<file path="src/hdl/delimiter_tokenizer_macros.svh">
// Assertion helpers for the delimiter tokenizer.
// Both sample on clk and are switched off while rst is high.
`ifndef DELIMITER_TOKENIZER_MACROS_SVH
`define DELIMITER_TOKENIZER_MACROS_SVH

// Same-cycle implication.
`define DLT_ASSERT_IMP(label, ante, cons, msg) \
  label: assert property (@(posedge clk) disable iff (rst) (ante) |-> (cons)) else $error(msg);

// Next-cycle implication.
`define DLT_ASSERT_NXT(label, ante, cons, msg) \
  label: assert property (@(posedge clk) disable iff (rst) (ante) |=> (cons)) else $error(msg);

`endif

</file>
<file path="src/hdl/dlt_pkg.sv">
package dlt_pkg;

  localparam int MAX_TOKEN   = 256;
  localparam int MAX_DELIMS  = 8;
  localparam int TOKEN_LEN_W = $clog2(MAX_TOKEN + 1);
  localparam int LINE_W      = 32;
  localparam int DSET_W      = 64;
  localparam int DCOUNT_W    = 3;
  localparam int CFG_IDX_W   = 2;

  localparam logic [7:0] CHR_NUL  = 8'd0;
  localparam logic [7:0] CHR_LF   = 8'd10;
  localparam logic [7:0] CHR_CR   = 8'd13;
  localparam logic [7:0] CHR_UC_A = 8'h41;
  localparam logic [7:0] CHR_UC_Z = 8'h5A;
  localparam logic [7:0] CHR_LC_A = 8'h61;
  localparam logic [7:0] CHR_LC_Z = 8'h7A;
  localparam logic [7:0] CASE_GAP = 8'd32;

  typedef enum logic [1:0] {
    ACT_DATA  = 2'd0,
    ACT_END   = 2'd1,
    ACT_ERROR = 2'd2,
    ACT_SKIP  = 2'd3
  } action_t;

  typedef enum logic [1:0] {
    ST_OK       = 2'd0,
    ST_TOO_LONG = 2'd1,
    ST_READ_ERR = 2'd2,
    ST_ENDED    = 2'd3
  } status_t;

  typedef enum logic [1:0] {
    CASE_KEEP  = 2'd0,
    CASE_UPPER = 2'd1,
    CASE_LOWER = 2'd2,
    CASE_KEEP2 = 2'd3
  } case_mode_t;

  typedef enum logic [1:0] {
    SKIP_IDLE  = 2'd0,
    SKIP_CRLF  = 2'd1,
    SKIP_LINE  = 2'd2,
    SKIP_DELIM = 2'd3
  } skip_phase_t;

  typedef enum logic [CFG_IDX_W-1:0] {
    REG_DELIM_SET   = 2'd0,
    REG_DELIM_COUNT = 2'd1,
    REG_CASE_MODE   = 2'd2,
    REG_UNUSED      = 2'd3
  } cfg_reg_t;

  typedef struct packed {
    logic [DSET_W-1:0]   delimiter_set;
    logic [DCOUNT_W-1:0] delimiter_count;
    case_mode_t          case_mode;
  } cfg_t;

  typedef struct packed {
    logic       is_delim;
    logic       is_nl;
    logic       is_lf;
    logic [7:0] folded;
  } class_t;

  typedef struct packed {
    logic              char_valid;
    logic [7:0]        token_char;
    logic              token_last;
    logic [LINE_W-1:0] line_number;
    status_t           status;
  } result_t;

endpackage

</file>
<file path="src/hdl/dlt_classify.sv">
module dlt_classify
  import dlt_pkg::*;
(
  input  logic [7:0] data_byte,
  input  cfg_t       cfg,
  output class_t     cls
);

  logic       hit;
  logic [7:0] folded;

  // Compare against each packed delimiter lane in use.
  always_comb begin
    hit = (data_byte == CHR_NUL) || (data_byte == CHR_LF) || (data_byte == CHR_CR);
    for (int i = 0; i < MAX_DELIMS; i++) begin
      if ((i < int'(cfg.delimiter_count)) && (cfg.delimiter_set[8*i +: 8] == data_byte)) begin
        hit = 1'b1;
      end
    end
  end

  always_comb begin
    folded = data_byte;
    case (cfg.case_mode)
      CASE_UPPER: begin
        if (data_byte >= CHR_LC_A && data_byte <= CHR_LC_Z) folded = data_byte - CASE_GAP;
      end
      CASE_LOWER: begin
        if (data_byte >= CHR_UC_A && data_byte <= CHR_UC_Z) folded = data_byte + CASE_GAP;
      end
      default: folded = data_byte;
    endcase
  end

  assign cls.is_delim = hit;
  assign cls.is_nl    = (data_byte == CHR_LF) || (data_byte == CHR_CR);
  assign cls.is_lf    = (data_byte == CHR_LF);
  assign cls.folded   = folded;

endmodule

</file>
<file path="src/hdl/dlt_step.sv">
module dlt_step
  import dlt_pkg::*;
(
  input  logic    clk,
  input  logic    rst,
  input  logic    advance,
  input  action_t action,
  input  class_t  cls,
  output logic    res_valid,
  output result_t res
);

  logic [7:0]             held_char, held_char_next;
  logic                   held_valid, held_valid_next;
  logic [TOKEN_LEN_W-1:0] token_length, token_length_next;
  logic [LINE_W-1:0]      line_count, line_count_next;
  logic                   line_pending, line_pending_next;
  logic                   skip_delay, skip_delay_next;
  skip_phase_t            skip_phase, skip_phase_next;
  logic                   stream_done, stream_done_next;
  logic                   had_token, had_token_next;

  logic              full;
  logic [1:0]        line_add;
  logic [LINE_W:0]   line_sum;

  assign full = token_length >= TOKEN_LEN_W'(MAX_TOKEN);

  // Next state.
  always_comb begin
    held_char_next    = held_char;
    held_valid_next   = held_valid;
    token_length_next = token_length;
    line_pending_next = line_pending;
    skip_delay_next   = skip_delay;
    skip_phase_next   = skip_phase;
    stream_done_next  = stream_done;
    had_token_next    = had_token;
    line_add          = 2'd0;
    if (!stream_done) begin
      case (action)
        ACT_END, ACT_ERROR: begin
          held_valid_next   = 1'b0;
          token_length_next = '0;
          stream_done_next  = 1'b1;
        end
        ACT_SKIP: begin
          held_valid_next   = 1'b0;
          token_length_next = '0;
          if (skip_phase == SKIP_IDLE) begin
            if (line_pending && !skip_delay) skip_delay_next = 1'b1;
            else skip_phase_next = SKIP_CRLF;
          end
        end
        default: begin
          case (skip_phase)
            SKIP_CRLF: begin
              if (!cls.is_nl) skip_phase_next = SKIP_LINE;
            end
            SKIP_LINE: begin
              if (cls.is_nl) skip_phase_next = SKIP_DELIM;
            end
            SKIP_DELIM: begin
              if (!cls.is_delim) begin
                skip_phase_next   = SKIP_IDLE;
                line_add          = line_pending ? 2'd2 : 2'd1;
                line_pending_next = 1'b0;
                skip_delay_next   = 1'b0;
                had_token_next    = 1'b1;
                held_char_next    = cls.folded;
                held_valid_next   = 1'b1;
                token_length_next = TOKEN_LEN_W'(1);
              end
            end
            default: begin
              if (cls.is_delim) begin
                held_valid_next   = 1'b0;
                token_length_next = '0;
                if (cls.is_lf) begin
                  if (held_valid || had_token) line_pending_next = 1'b1;
                  else line_add = 2'd1;
                end
              end else if (held_valid && !full) begin
                held_char_next    = cls.folded;
                token_length_next = token_length + TOKEN_LEN_W'(1);
              end else begin
                // Start a new token (also after an overlong cut).
                line_add          = line_pending ? 2'd1 : 2'd0;
                line_pending_next = 1'b0;
                skip_delay_next   = 1'b0;
                had_token_next    = 1'b1;
                held_char_next    = cls.folded;
                held_valid_next   = 1'b1;
                token_length_next = TOKEN_LEN_W'(1);
              end
            end
          endcase
        end
      endcase
    end
  end

  assign line_sum        = {1'b0, line_count} + (LINE_W + 1)'(line_add);
  assign line_count_next = line_sum[LINE_W] ? '1 : line_sum[LINE_W-1:0];

  // Result of this word.
  always_comb begin
    res_valid       = 1'b0;
    res.char_valid  = held_valid;
    res.token_char  = held_valid ? held_char : 8'd0;
    res.token_last  = held_valid;
    res.line_number = line_count;
    res.status      = full ? ST_TOO_LONG : ST_OK;
    if (!stream_done) begin
      case (action)
        ACT_END: begin
          res_valid  = 1'b1;
          res.status = ST_ENDED;
        end
        ACT_ERROR: begin
          res_valid  = 1'b1;
          res.status = ST_READ_ERR;
        end
        ACT_SKIP: begin
          res_valid = held_valid;
        end
        default: begin
          if (skip_phase == SKIP_IDLE && held_valid) begin
            res_valid      = 1'b1;
            res.token_last = cls.is_delim || full;
          end
        end
      endcase
    end
  end

  always_ff @(posedge clk) begin
    if (rst) begin
      held_valid   <= 1'b0;
      token_length <= '0;
      line_count   <= LINE_W'(1);
      line_pending <= 1'b0;
      skip_delay   <= 1'b0;
      skip_phase   <= SKIP_IDLE;
      stream_done  <= 1'b0;
      had_token    <= 1'b0;
    end else if (advance) begin
      held_valid   <= held_valid_next;
      token_length <= token_length_next;
      line_count   <= line_count_next;
      line_pending <= line_pending_next;
      skip_delay   <= skip_delay_next;
      skip_phase   <= skip_phase_next;
      stream_done  <= stream_done_next;
      had_token    <= had_token_next;
    end
  end

  always_ff @(posedge clk) begin
    if (advance) begin
      held_char <= held_char_next;
    end
  end

endmodule

</file>
<file path="src/hdl/delimiter_tokenizer.sv">
// Delimiter tokenizer: takes one word per cycle (a data byte, end of input,
// read error or skip-rest-of-line request) and splits the byte stream into
// tokens. A token byte is folded to case on arrival, held, and emitted when
// the next word comes in, with token_last set on the final byte of a token
// and a saturating line number that counts deferred line ends. Sustained
// rate is one word per clock while out_ready is high. The accepting edge
// loads the input register; the result register is loaded from it, through
// the tokenizer step logic, once that register is empty or being drained.
// Words that produce no result still wait for a free result slot to step.
// After end of input or a read error the block swallows every word until
// reset. Configuration writes via cfg_write/cfg_index/cfg_data must be made
// only while the block is idle; the block itself does not enforce this.
module delimiter_tokenizer
  import dlt_pkg::*;
(
  input  logic                  clk,
  input  logic                  rst,
  // Configuration
  input  logic                  cfg_write,
  input  logic [CFG_IDX_W-1:0]  cfg_index,
  input  logic [DSET_W-1:0]     cfg_data,
  // Input words
  input  logic                  in_valid,
  output logic                  in_ready,
  input  logic [1:0]            action,
  input  logic [7:0]            data_byte,
  // Results
  output logic                  out_valid,
  input  logic                  out_ready,
  output logic                  char_valid,
  output logic [7:0]            token_char,
  output logic                  token_last,
  output logic [LINE_W-1:0]     line_number,
  output logic [1:0]            status
);

  `include "delimiter_tokenizer_macros.svh"

  cfg_t       cfg;
  cfg_reg_t   cfg_sel;

  // Input register
  logic       s_valid, s_valid_next;
  action_t    s_action;
  logic [7:0] s_byte;
  logic       in_take;
  logic       advance;

  // Step outputs
  class_t     cls;
  logic       res_valid;
  result_t    res;

  // Result register
  logic       out_valid_next;
  result_t    out_res;

  // Configuration registers: write straight in, no read-back.
  assign cfg_sel = cfg_reg_t'(cfg_index);

  always_ff @(posedge clk) begin
    if (rst) begin
      cfg.delimiter_set   <= DSET_W'(64'h0920);
      cfg.delimiter_count <= DCOUNT_W'(3);
      cfg.case_mode       <= CASE_KEEP;
    end else if (cfg_write) begin
      case (cfg_sel)
        REG_DELIM_SET:   cfg.delimiter_set   <= cfg_data;
        REG_DELIM_COUNT: cfg.delimiter_count <= cfg_data[DCOUNT_W-1:0];
        REG_CASE_MODE:   cfg.case_mode       <= case_mode_t'(cfg_data[1:0]);
        default:         ;
      endcase
    end
  end

  // Advance the step whenever the result register can take a word; a word
  // that yields nothing still waits for a free slot, which keeps control flat.
  assign advance  = s_valid && (!out_valid || out_ready);
  assign in_ready = !s_valid || advance;
  assign in_take  = in_valid && in_ready;

  always_comb begin
    s_valid_next = s_valid;
    if (in_take) s_valid_next = 1'b1;
    else if (advance) s_valid_next = 1'b0;
  end

  always_ff @(posedge clk) begin
    if (rst) begin
      s_valid <= 1'b0;
    end else begin
      s_valid <= s_valid_next;
    end
  end

  // Hold the payload of the word under work.
  always_ff @(posedge clk) begin
    if (in_take) begin
      s_action <= action_t'(action);
      s_byte   <= data_byte;
    end
  end

  dlt_classify u_classify (
    .data_byte (s_byte),
    .cfg       (cfg),
    .cls       (cls)
  );

  dlt_step u_step (
    .clk       (clk),
    .rst       (rst),
    .advance   (advance),
    .action    (s_action),
    .cls       (cls),
    .res_valid (res_valid),
    .res       (res)
  );

  // Result register: load on a producing step, drop once taken.
  always_comb begin
    out_valid_next = out_valid;
    if (advance && res_valid) out_valid_next = 1'b1;
    else if (out_ready) out_valid_next = 1'b0;
  end

  always_ff @(posedge clk) begin
    if (rst) begin
      out_valid <= 1'b0;
    end else begin
      out_valid <= out_valid_next;
    end
  end

  always_ff @(posedge clk) begin
    if (advance && res_valid) begin
      out_res <= res;
    end
  end

  assign char_valid  = out_res.char_valid;
  assign token_char  = out_res.token_char;
  assign token_last  = out_res.token_last;
  assign line_number = out_res.line_number;
  assign status      = out_res.status;

  // A result with no byte only reports the end of the stream.
  `DLT_ASSERT_IMP(a_empty_is_end, out_valid && !char_valid,
    status == ST_ENDED || status == ST_READ_ERR, "empty result without end status")

  // An overlong cut always closes the token on a real byte.
  `DLT_ASSERT_IMP(a_long_is_last, out_valid && status == ST_TOO_LONG,
    char_valid && token_last, "overlong status on a byte that is not last")

  // Line numbers never go backwards between results.
  `DLT_ASSERT_NXT(a_line_monotonic, out_valid && out_ready,
    !out_valid || line_number >= $past(line_number), "line number went backwards")

  // An empty result register never stalls the input side.
  `DLT_ASSERT_IMP(a_ready_when_empty, !out_valid, in_ready,
    "input stalled with empty result register")

endmodule

</file>
<file path="config.mk">
export PLATFORM = sky130hd
export DESIGN_NAME = delimiter_tokenizer
export DESIGN_NICKNAME = d
export VERILOG_FILES = /design/src/hdl/dlt_pkg.sv /design/src/hdl/dlt_classify.sv /design/src/hdl/dlt_step.sv /design/src/hdl/delimiter_tokenizer.sv
export VERILOG_INCLUDE_DIRS = /design/src /design/src/hdl
export SDC_FILE = /design/constraint.sdc
export NUM_CORES = 1
export LEC_CHECK = 0
export ABC_AREA = 1
export ABC_CLOCK_PERIOD_IN_PS = 6400
export BUFFER_PORTS_ARGS = -buffer_cell sky130_fd_sc_hd__buf_2
export CAP_MARGIN = 10
export CORE_UTILIZATION = 45
export CTS_CLUSTER_SIZE = 20
export DETAILED_ROUTE_END_ITERATION = 6
export PLACE_DENSITY = 0.66
export SYNTH_ARGS = -nofsm -noshare
export SYNTH_HDL_FRONTEND = slang
export SYNTH_SLANG_ARGS = --single-unit
</file>
<file path="constraint.sdc">
create_clock -name clk -period 6.4 [get_ports clk]
set_input_delay 0.64 -clock clk [delete_from_list [all_inputs] [get_ports clk]]
set_output_delay 0.64 -clock clk [all_outputs]
set_load 0.03 [all_outputs]
</file>
# After elaboration in Yosys (flattened, before gate mapping)

Index checks and enable logic that the tools add are counted.

Bits in registers: 173
Bits of input ports: 81
Output and inout port bits: 46

Equality and inequality tests: 36
Add/sub/neg operators: 4
Bitwise gates (word level): 5
Multiplexer cells: 66
Order comparisons: 12
Reduce and logical (&&, ||, !) cells: 45

Operators by type and width:

| operator            | number |
|---|---|
| $eq 8x8->1          | 7 |
| $mux 9              | 4 |
| $mux 1              | 34 |
| $add 32x2->33       | 1 |
| $mux 32             | 1 |
| $mux 2              | 13 |
| $pmux 9 s2          | 1 |
| $eq 8x4->1 const B  | 2 |
| $ge 8x7->1 const B  | 2 |
| $le 8x7->1 const B  | 2 |
| $mux 8              | 2 |
| $pmux 8 s2          | 1 |
| $reduce_and 8->1    | 2 |
| $logic_and 1x1->1   | 15 |
| $eq 2x2->1 const B  | 6 |
| $ne 3x3->1 const B  | 4 |
| $pmux 1 s2          | 6 |
| $pmux 2 s2          | 3 |
| $ne 2x1->1 const B  | 5 |
| $ne 2x2->1 const B  | 5 |
| $reduce_and 5->1    | 2 |
| $add 9x1->9 const B | 1 |
| $ge 9x9->1 const B  | 1 |
| $lt 3x3->1 const A  | 3 |
| 22 further kinds    | 45 |

# Longest topological paths before layout

Gate-level depths: netlist of run 1.

Word-level depth: 16
Depth in mapped cells: 33
Gate-level depth less buffers: 32

# Hierarchy

A second synthesis of run 1 with hierarchy kept.

Cell total of the unflattened synthesis: 1,326
Area, all modules: 9,684.3 µm²

Modules (own cells, without submodules):

| module              | sequential area each (µm²) | cells each | area each (µm²) | times used |
|---|---|---|---|---|
| delimiter_tokenizer | 3,042.9                    | 516        | 4,732.0         | 1 |
| dlt_step            | 1,201.2                    | 483        | 3,447.1         | 1 |
| dlt_classify        | 0.0                        | 327        | 1,505.2         | 1 |

# Worst setup path after synthesis of run 1

No wires, ideal clock.

Kind: input to register
Start point: input out_ready
End point: register out_res (netlist bit char_valid), enable pin
Data required time: 5.886 ns
Stages: 6
Setup time: 0.514 ns
Buffers on the path: 0
Arrival: 4.490 ns
Path slack: 1.395 ns
Path through: inv_1 -> nand2_1 -> nand2_4 -> nor2_1 -> inv_1 -> a211oi_1

Cells in the longest elaborated chain, start to end: 3

Ends and longest elaborated chain:

| what                 | RTL line                   | text |
|---|---|---|
| start, declared      | delimiter_tokenizer.sv:29  | `input logic out_ready,` |
| $logic_or 1x1->1     | delimiter_tokenizer.sv:78  | `assign advance = s_valid && (!out_valid \|\| out_ready);` |
| $logic_and 1x1->1    | delimiter_tokenizer.sv:78  |  |
| $logic_and 1x1->1    | delimiter_tokenizer.sv:136 | `if (advance && res_valid) begin` |
| end signal, assigned | delimiter_tokenizer.sv:137 | `out_res <= res;` |
| end, declared        | delimiter_tokenizer.sv:56  | `result_t out_res;` |

No other way between the ends.
A chain may end at the register's enable or synchronous reset.

# Final worst setup path of run 1

Start point: register s_byte[4]
End point: register u_step.line_count[31]

Cells in the longest elaborated chain, start to end: 16

Ends and longest elaborated chain:

| what                                                 | RTL line                               | text |
|---|---|---|
| start, declared                                      | delimiter_tokenizer.sv:45              | `logic [7:0] s_byte;` |
| start signal, assigned                               | delimiter_tokenizer.sv:100             | `s_byte <= data_byte;` |
| $eq 8x4->1 / $logic_not 8->1 (equally long branches) | dlt_classify.sv:14, dlt_classify.sv:37 |  |
| $logic_or 1x1->1 (2 in series)                       | dlt_classify.sv:14                     | `hit = (data_byte == CHR_NUL) \|\| (data_byte == CHR_LF) \|\| (data_byte == CHR_CR);` |
| $mux 1 (7 in series)                                 | dlt_classify.sv:16                     | `if ((i < int'(cfg.delimiter_count)) && (cfg.delimiter_set[8*i +: 8] == data_byte)) begin` |
| $mux 2 (on tied branches)                            | dlt_step.sv:76, dlt_step.sv:64         |  |
| $pmux 2 s2 *                                         | dlt_step.sv:56                         | `case (skip_phase)` |
| $mux 2 *                                             | dlt_step.sv:41                         | `case (action)` |
| $mux 2 *                                             | dlt_step.sv:40                         | `if (!stream_done) begin` |
| $add 32x2->33 *                                      | dlt_step.sv:103                        | `assign line_sum = {1'b0, line_count} + (LINE_W + 1)'(line_add);` |
| $mux 32 *                                            | dlt_step.sv:104                        | `assign line_count_next = line_sum[LINE_W] ? '1 : line_sum[LINE_W-1:0];` |
| end signal, assigned                                 | dlt_step.sv:150                        | `line_count <= line_count_next;` |
| end, declared                                        | dlt_step.sv:16                         | `logic [LINE_W-1:0] line_count, line_count_next;` |

Every way passes the cells marked *; elsewhere a longest branch is shown, timed or not.

==> results of run 1 <==
==> kinds of logic after synthesis <==
| group | Yosys count | synth area share (%) |
|---|---|---|
| XOR/XNOR | 57 | 6.07 |
| buffers and inverters | 147 | 7.71 |
| AND/OR/NAND/NOR | 430 | 22.9 |
| flip-flops | 173 | 49.6 |
| adder cells (fa/ha/maj) | 18 | 2.83 |
| AO/OA/AOI/OAI | 171 | 10.8 |
==> power breakdown <==
group	total [W]	leakage [nW]	internal (W)	switching (W)
Clock	0.00105	0.284	0.000614	0.000439
Sequential	0.00121	1.52	0.00118	0.0000360
Combinational	0.000208	2.18	0.0000763	0.000131
Total	0.00247	3.99	0.00187	0.000606
==> metal layers <==
metal | up-vias | GRT usage [%] | part of all wire, %
li1 | 3450 | - | -
met5 | - | 0 | 0
met1 | 3063 | 27.8 | 48
met3 | 22 | 4.45 | 4.4
met4 | 0 | 6.47 | 1.4
met2 | 146 | 34.1 | 46
==> state kept, by name (all words and copies together) (netlist names) <==
| name | flops |
|---|---|
| u_step.had_token | 1 |
| s_action | 2 |
| cfg | 61 |
| u_step.line_pending | 1 |
| token_last | 1 |
| u_step.held_valid | 1 |
| u_step.skip_delay | 1 |
| token_char | 8 |
| s_valid | 1 |
| u_step.line_count | 32 |
| status | 2 |
| u_step.token_length | 9 |
| char_valid | 1 |
| line_number | 32 |
| s_byte | 8 |
| u_step.skip_phase | 2 |
| u_step.held_char | 8 |
| u_step.stream_done | 1 |
| out_valid | 1 |
==> per-stage QoR <==
stage | power, W | hold slack (ns) | cells
2_1_floorplan | 0.00138 | 0.408 | 996
3_3_place_gp | 0.00144 | 0.416 | 1309
3_5_place_dp | 0.00145 | 0.414 | 1309
4_1_cts | 0.00249 | 0.368 | 1340
5_1_grt | 0.00257 | 0.366 | 1340
6_report | 0.00247 | 0.378 | 1340
==> worst max path at each step <==
| stage | startpoint | end | cells after the start |
|---|---|---|---|
| 2_1_floorplan | out_ready | char_valid$_DFFE_PP_ | 6 |
| 3_3_place_gp | s_byte[4]$_DFFE_PP_ | u_step.line_count[31]$_SDFFE_PP0P_ | 24 |
| 3_5_place_dp | s_byte[4]$_DFFE_PP_ | u_step.line_count[31]$_SDFFE_PP0P_ | 24 |
| 4_1_cts | s_byte[4]$_DFFE_PP_ | u_step.line_count[27]$_SDFFE_PP0P_ | 24 |
| 5_1_grt | s_byte[4]$_DFFE_PP_ | u_step.line_count[27]$_SDFFE_PP0P_ | 24 |
| 6_report | s_byte[4]$_DFFE_PP_ | u_step.line_count[31]$_SDFFE_PP0P_ | 24 |
==> worst register-to-register path, delay by kind of cell (launching register included) <==
kind            cells  cell delay [ns]
simple gates       14             2.32
buf+inv             5             0.60
flops               1             0.76
compound gates      3             0.39
fa+ha+maj           2             0.57
==> layout make-up <==
cell class	instances	area, sq um	share of cell area [%]
Sequential cell	173	4080	42.8
Clock buffer	18	429	4.50
Clock inverter	13	170	1.78
Tap cell	229	287	3.00
Inverter	109	417	4.37
Multi-Input combinational cell	676	3530	37.0
Timing Repair Buffer	122	621	6.51
==> cells in the final DEF, fill, tap and decap left out, types with 5 or more instances in the layout <==
master,netlist,layout
a21oi_1,65,65
a31oi_1,8,8
buf_2,0,118
clkbuf_16,0,17
clkinv_4,0,7
dfxtp_1,111,111
edfxtp_1,62,62
ha_1,17,17
inv_1,103,102
nand2_1,188,188
nand2_2,9,9
nand3_1,35,35
nand4_1,15,15
nor2_1,137,137
nor2_2,6,6
nor3_1,17,16
nor3_2,4,5
nor4_1,5,5
o21ai_0,85,85
xnor2_1,34,34
xor2_1,23,23
==> impl_metrics.json, run 1 <==
{
  "die_area_sq_mm": 0.0188,
  "design.portCount": 127,
  "place.gp.congestion": 0.821,
  "final_nets": 1198,
  "cts_sinks": 173,
  "worstHoldEndpoint": "s_byte[7]$_DFFE_PP_",
  "path_clk_slew_ns": 0.07,
  "worstRegToRegCells": 24,
  "start_util_pct": 45.8,
  "rsz0062_at_grt": "false",
  "worst_setup_path_start_kind": "flop",
  "timing.final.setup_violations": 0,
  "ctsRootBufferMaster": "clkbuf_16",
  "viasPerCell": 4.99,
  "synth_edf_count": 62,
  "grt_use_total_pct": 20.9,
  "core_sq_mm": 0.0180,
  "cap_violations": 0,
  "synth_most_common_cell": "nand2_1",
  "crit_chain": "inv_1 -> nand2_2 -> nor3_2 -> nand2_1 -> nand3_1 -> a21oi_1 -> nand3_2 -> nor2_1 -> nand3_1 -> nand2_1 -> o21ai_0 -> inv_1 -> ha_1 -> inv_1 -> fa_1 -> nor2_4 -> nand4_1 -> nor3_2 -> nand2_2 -> nor3_2 -> nand2_2 -> inv_1 -> o21ai_0 -> inv_1",
  "setup_ws_ns": 1.72,
  "drt_iter0_drc": 289,
  "slew_headroom_pct": 48.7,
  "fin_area_sq_mm": 0.00954,
  "wl_per_cell_um": 13.7,
  "yosysSeqAreaShare_pct": 49.6,
  "ir_drop_uv": 186,
  "r2r_slack_ns": 1.72,
  "antennaDiodeCount": 0,
  "worstMarginPinSlew_ns": 0.769,
  "fin_setup_tns_ns": 0,
  "worst_path_max_delay_cell": "edfxtp_1",
  "fmax_mhz": 214,
  "status": "completed",
  "n_fill_cell": 1701,
  "synth_nets": 1095,
  "regToRegStartpoint": "s_byte[4]$_DFFE_PP_",
  "synthesis.area_sq_mm": 0.00823,
  "cpPeakStageDelay_ns": 0.76,
  "areaGrowthSynthToFinish_pct": 15.9,
  "hold_viol": 0,
  "fin_skew_ns": 0.0119,
  "path_class": "reg -> reg",
  "route.detailed.drc": 0,
  "ys_ff_latch": 173,
  "hold_start": "data_byte[7]",
  "synth_cell_types": 41,
  "place_hpwl_um": 12700,
  "async_flop_share_pct": 0,
  "place_ws_ns": 1.77,
  "rows": 49,
  "cellLeakagePower_nw": 3.99,
  "postRouteAntennaNets": 0,
  "hp-class": "in -> reg",
  "cts_buffers": 17,
  "grt_pass1_wl_um": 30400,
  "htreeDepth": 4,
  "first_pass_iters": 4,
  "end_kind": "flop",
  "placed_cell_area_sq_mm": 0.00894,
  "power_density_mw_per_mm2": 260,
  "drv_slew": 0,
  "crit_family": "simple AND/OR/NAND/NOR gates",
  "clockBufferDepth": 2,
  "synth_ff_type": "dfxtp_1",
  "via_count": 6681,
  "synthCells": 996,
  "cts_resized": 0,
  "holdPathStages": 1,
  "fin_util_pct": 53.1,
  "grt_max_degree": 63,
  "yosys.area.top_type": "dfxtp_1",
  "worst-endpoint-arrival_ns": 5.06,
  "grt_pass1_vias": 6248,
  "fin_crit_sh_pct": 73.1,
  "yosysTopAreaCellShare_pct": 27.0,
  "io_buffers": 118,
  "yosys-top-cells-area": "dfxtp_1 (27%), edfxtp_1 (23%), nand2_1 (8.6%)",
  "clock_latency_ns": 0.44,
  "antenna_found_initial": 0,
  "tritoncts": "built",
  "critPathMaxFanout": 28,
  "post_cts_buffers": 0,
  "synth.avg_cell_area_sq_um": 8.26,
  "yosys_warnings": 0,
  "path_common_cell": "inv_1",
  "min_period_ns": 4.68,
  "drive_above_1_share_pct": 17.4,
  "wl_um": 18400,
  "postCtsHoldBufs": 0,
  "die_w_um": 137,
  "gr-total-overflow": 0,
  "synth_common_cells": "nand2_1 (188), nor2_1 (137), dfxtp_1 (111)",
  "path_buf_inv": 5,
  "r2r_end": "u_step.line_count[31]$_SDFFE_PP0P_",
  "required_ns": 6.78,
  "die_y_um": 137
}
No activity file was read; power rests on OpenSTA's default activity.
==> run 2, diff against run 1 <==
ABC_AREA = 0   (was 1)
ABC_CLOCK_PERIOD_IN_PS = 4300   (was 6400)
PLACE_DENSITY = 0.69   (was 0.66)
clock period = 4.3 ns   (was 6.4 ns; I/O delays follow)
==> impl_metrics.json, run 2 <==
{
  "min_period_ns": 3.94,
  "yosys.area.top_type": "dfxtp_1",
  "synth_ff_type": "dfxtp_1",
  "required_ns": 4.58,
  "io_buffers": 118,
  "clock_latency_ns": 0.43,
  "p_clk_share_pct": 42.7,
  "ys_ff_latch": 173,
  "timing.final.setup_violations": 0,
  "largest_register_ffs": 61,
  "status": "completed",
  "seqPwrFrac_pct": 49.7,
  "drv_slew": 0,
  "synth_cell_types": 55,
  "synth_most_common_cell": "nand2_1",
  "fin_setup_tns_ns": 0,
  "fin_skew_ns": 0.00916,
  "yosysSeqAreaShare_pct": 53.0,
  "synthCells": 799,
  "grt_pass1_wl_um": 26500,
  "die_y_um": 133,
  "path_class": "reg -> reg",
  "async_flop_share_pct": 0,
  "rows": 47,
  "cap_violations": 0,
  "gr-total-overflow": 0,
  "hold_viol": 0,
  "postRouteAntennaNets": 0,
  "worst_setup_path_start_kind": "flop",
  "fmax_mhz": 254,
  "synthesis.area_sq_mm": 0.00770,
  "place.gp.congestion": 0.836,
  "drt_iter0_drc": 373,
  "worst-endpoint-arrival_ns": 4.22,
  "yosysTopAreaCellShare_pct": 28.9,
  "power_density_mw_per_mm2": 383,
  "largest-register": "cfg",
  "drive_above_1_share_pct": 20.8,
  "core_sq_mm": 0.0166,
  "cts_sinks": 173,
  "grt_max_degree": 61,
  "final_common_cell": "nand2_1",
  "final_nets": 1018,
  "combPwrFrac_pct": 7.6,
  "cellLeakagePower_nw": 3.48,
  "critPathMaxFanout": 16,
  "instances_no_fill": 1152,
  "ir_drop_uv": 277,
  "power.switching_w": 0.000872,
  "path_clk_slew_ns": 0.07,
  "yosys_warnings": 0,
  "synth_common_cells": "nand2_1 (147), dfxtp_1 (111), a21oi_1 (106)",
  "clockBufferDepth": 2,
  "fin_crit_sh_pct": 91.5,
  "wl_um": 16400,
  "antenna_found_initial": 0,
  "areaGrowthSynthToFinish_pct": 19.4,
  "worstMarginPinSlew_ns": 1.15,
  "yosys-top-cells-area": "dfxtp_1 (29%), edfxtp_1 (24%), nand2_1 (7.2%)",
  "swShare_pct": 24.7,
  "start_util_pct": 46.3,
  "power.internal_w": 0.00265,
  "route.detailed.drc": 0,
  "end_kind": "flop",
  "mostFrequentLayoutCells": "nand2_1 (146), buf_2 (118), dfxtp_1 (111)",
  "place_hpwl_um": 11000,
  "grt_use_total_pct": 19.1,
  "synth_nets": 898,
  "dp.cells": 1118,
  "first_pass_iters": 5,
  "rsz0062_at_grt": "false",
  "via_count": 5890,
  "die_area_sq_mm": 0.0176,
  "viasPerCell": 5.11,
  "antennaDiodeCount": 0,
  "synth.avg_cell_area_sq_um": 9.64,
  "synth_edf_count": 62,
  "die_w_um": 133,
  "ctsRootBufferMaster": "clkbuf_16",
  "cts_buffers": 17,
  "wl_per_cell_um": 14.2,
  "design.portCount": 127,
  "htreeDepth": 4,
  "p_total_w": 0.00353,
  "r2r_slack_ns": 0.36,
  "grt_pass1_vias": 5455,
  "tritoncts": "built",
  "hp-class": "in -> reg",
  "slew_headroom_pct": 23.3
}
[run 2: changes by cell type in the layout (fill, tap and decap cells not counted), sizes merged, moves of 11 or more]
cell | previous run | this run
a21oi | 67 | 106
buf | 122 | 142
inv | 109 | 32
nand2 | 198 | 147
nand3 | 40 | 24
nor2 | 145 | 36
nor2b | 0 | 11
nor3 | 21 | 8
o21ai | 90 | 12
xnor2 | 34 | 58
[run 2: logic make-up (layout without fill, tap and decap cells)]
| family | count (synthesis) | in the layout | share of synthesized area [%] |
|---|---|---|---|
| simple gates | 298 | 298 | 18.2 |
| flops | 173 | 173 | 53.0 |
| fa+ha+maj | 18 | 18 | 3.02 |
| xor+xnor | 83 | 83 | 9.44 |
| buf+inv | 67 | 200 | 3.90 |
| compound gates | 152 | 152 | 11.3 |
| mux | 8 | 8 | 1.06 |
[run 2: area by class of cell]
type | instances | area, sq um
clock buffers | 17 | 425
flip-flops and latches | 173 | 4080
inverters | 26 | 97.6
well taps | 220 | 275
clock inverters | 15 | 155
multi-input cells | 559 | 3370
fillers | 1542 | 7450
repair buffers | 142 | 783
[run 2: power groups by stage]
stage / registers, W / clock network [W] / logic (W)
2_1_floorplan: 0.00180 / 0 / 0.000164
3_3_place_gp: 0.00179 / 0 / 0.000261
3_5_place_dp: 0.00179 / 0 / 0.000264
4_1_cts: 0.00175 / 0.00153 / 0.000266
5_1_grt: 0.00175 / 0.00160 / 0.000294
6_report: 0.00175 / 0.00151 / 0.000267
[run 2: worst max-delay path, stage by stage (launching register included)]
cell and delay (ns):
edfxtp_1 0.36, buf_4 0.23, xnor2_1 0.17, nand4_1 0.10, nor4_1 0.33, a41oi_1 0.24
a32oi_4 0.37, nor2_4 0.09, nand4_1 0.15, inv_1 0.06, ha_1 0.27, a21oi_1 0.05
nand4b_1 0.18, or2_2 0.34, nor4_1 0.32, buf_4 0.18, nand4_1 0.11, xor2_1 0.15
a21oi_1 0.08
[run 2: path summary, 6_finish.rpt]
check / end / depth (start not counted) / start
setup / recovery: u_step.line_count[29]$_SDFFE_PP0P_ / 18 / s_byte[3]$_DFFE_PP_
hold / removal: s_byte[0]$_DFFE_PP_ / 1 / data_byte[0]
setup reg to reg: u_step.line_count[29]$_SDFFE_PP0P_ / 18 / s_byte[3]$_DFFE_PP_
hold reg to reg: cfg[33]$_SDFFE_PP0P_ / 2 / cfg[33]$_SDFFE_PP0P_
[run 2: stage by stage]
| step | utilization [%] | area (sq um) | hold slack [ns] | worst slack (ns) |
|---|---|---|---|---|
| after global placement | 51.4 | 8550 | 0.454 | 0.198 |
| after floorplan | - | 7700 | 0.428 | 0.0752 |
| final | 55.2 | 9190 | 0.175 | 0.364 |
| after CTS | 54.9 | 9140 | 0.158 | 0.112 |
| after detailed placement | 51.4 | 8550 | 0.456 | 0.158 |
| after global routing | 55.2 | 9190 | 0.154 | 0.00374 |
[run 2: what timing repair did]
| action | CTS | global route |
|---|---|---|
| buffers inserted | 0 | 2 |
| endpoints found under the setup margin | 0 | 32 |
| resized for setup | 0 | 10 |
| hold buffers | 0 | 0 |
[run 2: layer usage]
metal / vias to the layer above / track usage (%) / part of all wire [%]
li1: 3000 / - / -
met1: 2726 / 24.8 / 47
met2: 143 / 30.7 / 47
met3: 21 / 4.48 / 4.4
met4: 0 / 7.41 / 1.8
met5: - / 0 / 0
==> run 3, diff against run 2 <==
CORE_UTILIZATION = 51   (was 45)
PLACE_DENSITY = 0.76   (was 0.69)
==> impl_metrics.json, run 3 (synthesis gave the netlist of run 2 again) <==
{
  "end_kind": "flop",
  "rsz0062_at_grt": "false",
  "hp-class": "in -> reg",
  "wl_um": 16200,
  "ir_drop_uv": 283,
  "power.switching_w": 0.000836,
  "fmax_mhz": 253,
  "gr-total-overflow": 0,
  "largest_register_ffs": 61,
  "status": "finished, violations left",
  "p_clk_share_pct": 46.5,
  "die_y_um": 125,
  "first_pass_iters": 7,
  "cts_sinks": 173,
  "place.gp.congestion": 0.871,
  "mostFrequentLayoutCells": "nand2_1 (146), buf_2 (118), dfxtp_1 (111)",
  "fin_setup_tns_ns": 0,
  "cap_violations": 0,
  "cts_buffers": 17,
  "postRouteAntennaNets": 0,
  "final_common_cell": "nand2_1",
  "critPathMaxFanout": 8,
  "wl_per_cell_um": 14.5,
  "path_class": "reg -> reg",
  "areaGrowthSynthToFinish_pct": 20.1,
  "swShare_pct": 22.2,
  "fin_crit_sh_pct": 92.0,
  "slew_headroom_pct": 24.7,
  "ctsRootBufferMaster": "clkbuf_16",
  "drive_above_1_share_pct": 20.6,
  "timing.final.setup_violations": 0,
  "failed_checks": "DRC",
  "rows": 44,
  "start_util_pct": 52.6,
  "drv_slew": 0,
  "route.detailed.drc": 12,
  "core_sq_mm": 0.0146,
  "via_count": 5978,
  "place_hpwl_um": 10800,
  "holdPathStages": 1,
  "worstMarginPinSlew_ns": 1.13,
  "power_density_mw_per_mm2": 408,
  "antenna_found_initial": 0,
  "grt_max_degree": 78,
  "design.portCount": 127,
  "htreeDepth": 4,
  "seqPwrFrac_pct": 46.4,
  "combPwrFrac_pct": 7.1,
  "worst_setup_path_start_kind": "flop",
  "fin_skew_ns": 0.00982,
  "worst-endpoint-arrival_ns": 4.25,
  "worstRegToRegCells": 19,
  "path_clk_slew_ns": 0.07,
  "tritoncts": "built",
  "viasPerCell": 5.34,
  "clockBufferDepth": 2,
  "placed_cell_area_sq_mm": 0.00851,
  "drt_iter0_drc": 423,
  "fin_area_sq_mm": 0.00925,
  "grt_pass1_vias": 5550,
  "die_area_sq_mm": 0.0156,
  "grt_use_total_pct": 21.7,
  "grt_pass1_wl_um": 26800,
  "required_ns": 4.60,
  "min_period_ns": 3.96,
  "hold_viol": 0,
  "largest-register": "cfg",
  "die_w_um": 125,
  "final_nets": 1022,
  "antennaDiodeCount": 0,
  "clock_latency_ns": 0.43,
  "power.internal_w": 0.00294,
  "cellLeakagePower_nw": 3.54,
  "io_buffers": 118
}
-- run 3: path summary, 6_finish.rpt --
kind / slack, ns / to / start
setup / recovery: 0.34 / u_step.line_count[31]$_SDFFE_PP0P_ / s_byte[6]$_DFFE_PP_
hold / removal: 0.17 / s_byte[5]$_DFFE_PP_ / data_byte[5]
setup reg to reg: 0.34 / u_step.line_count[31]$_SDFFE_PP0P_ / s_byte[6]$_DFFE_PP_
hold reg to reg: 0.47 / cfg[26]$_SDFFE_PP0P_ / cfg[26]$_SDFFE_PP0P_
-- run 3: layout make-up --
type / instances / area, sq um
clock inverters: 15 / 256
fillers: 1220 / 5400
repair buffers: 146 / 813
clock buffers: 17 / 425
well taps: 184 / 230
multi-input cells: 559 / 3340
inverters: 26 / 97.6
flip-flops and latches: 173 / 4080
-- run 3: critical path, cell delays in order (launching register included) --
cell and delay (ns):
edfxtp_1 0.36, buf_4 0.19, buf_4 0.15, xnor2_1 0.12, nand4_1 0.11, nor4_1 0.29
a31oi_1 0.16, a32oi_2 0.35, nor2_2 0.11, nand4_1 0.16, inv_1 0.06, ha_1 0.27
a21oi_1 0.06, nand4b_1 0.17, or2_2 0.33, nor4_1 0.35, buf_4 0.20, nand4_1 0.11
mux2i_1 0.20, nor2_1 0.06
-- run 3: routing by layer --
layer	global-route usage, %	wire length [um]
met1	28.4	7380
met2	35.3	7800
met3	4.64	831
met4	7.82	233
met5	0	0
-- run 3: power groups by stage --
stage                     Combinational [W]  Clock, W  Sequential, W
after floorplan                    0.000164         0        0.00180
after global routing               0.000296   0.00186        0.00175
after global placement             0.000255         0        0.00179
final                              0.000269   0.00175        0.00175
after CTS                          0.000260   0.00178        0.00176
after detailed placement           0.000258         0        0.00179
-- run 3: metrics by stage --
stage                     hold slack (ns)  setup WS (ns)  instances  total power, W  utilization [%]
after floorplan                     0.428         0.0752        799         0.00197                -
after global placement              0.454          0.208       1082         0.00205             58.1
after detailed placement            0.460          0.144       1082         0.00205             58.1
after CTS                           0.156          0.112       1114         0.00380             62.8
after global routing                0.156         0.0228       1120         0.00391             63.1
final                               0.170          0.344       1120         0.00378             63.1
-- run 3: repair_timing --
action	CTS	global route
gates resized for setup	0	4
endpoints found under the setup margin	0	32
hold buffers	0	0
endpoints found under the hold margin	0	0
buffers inserted	0	6
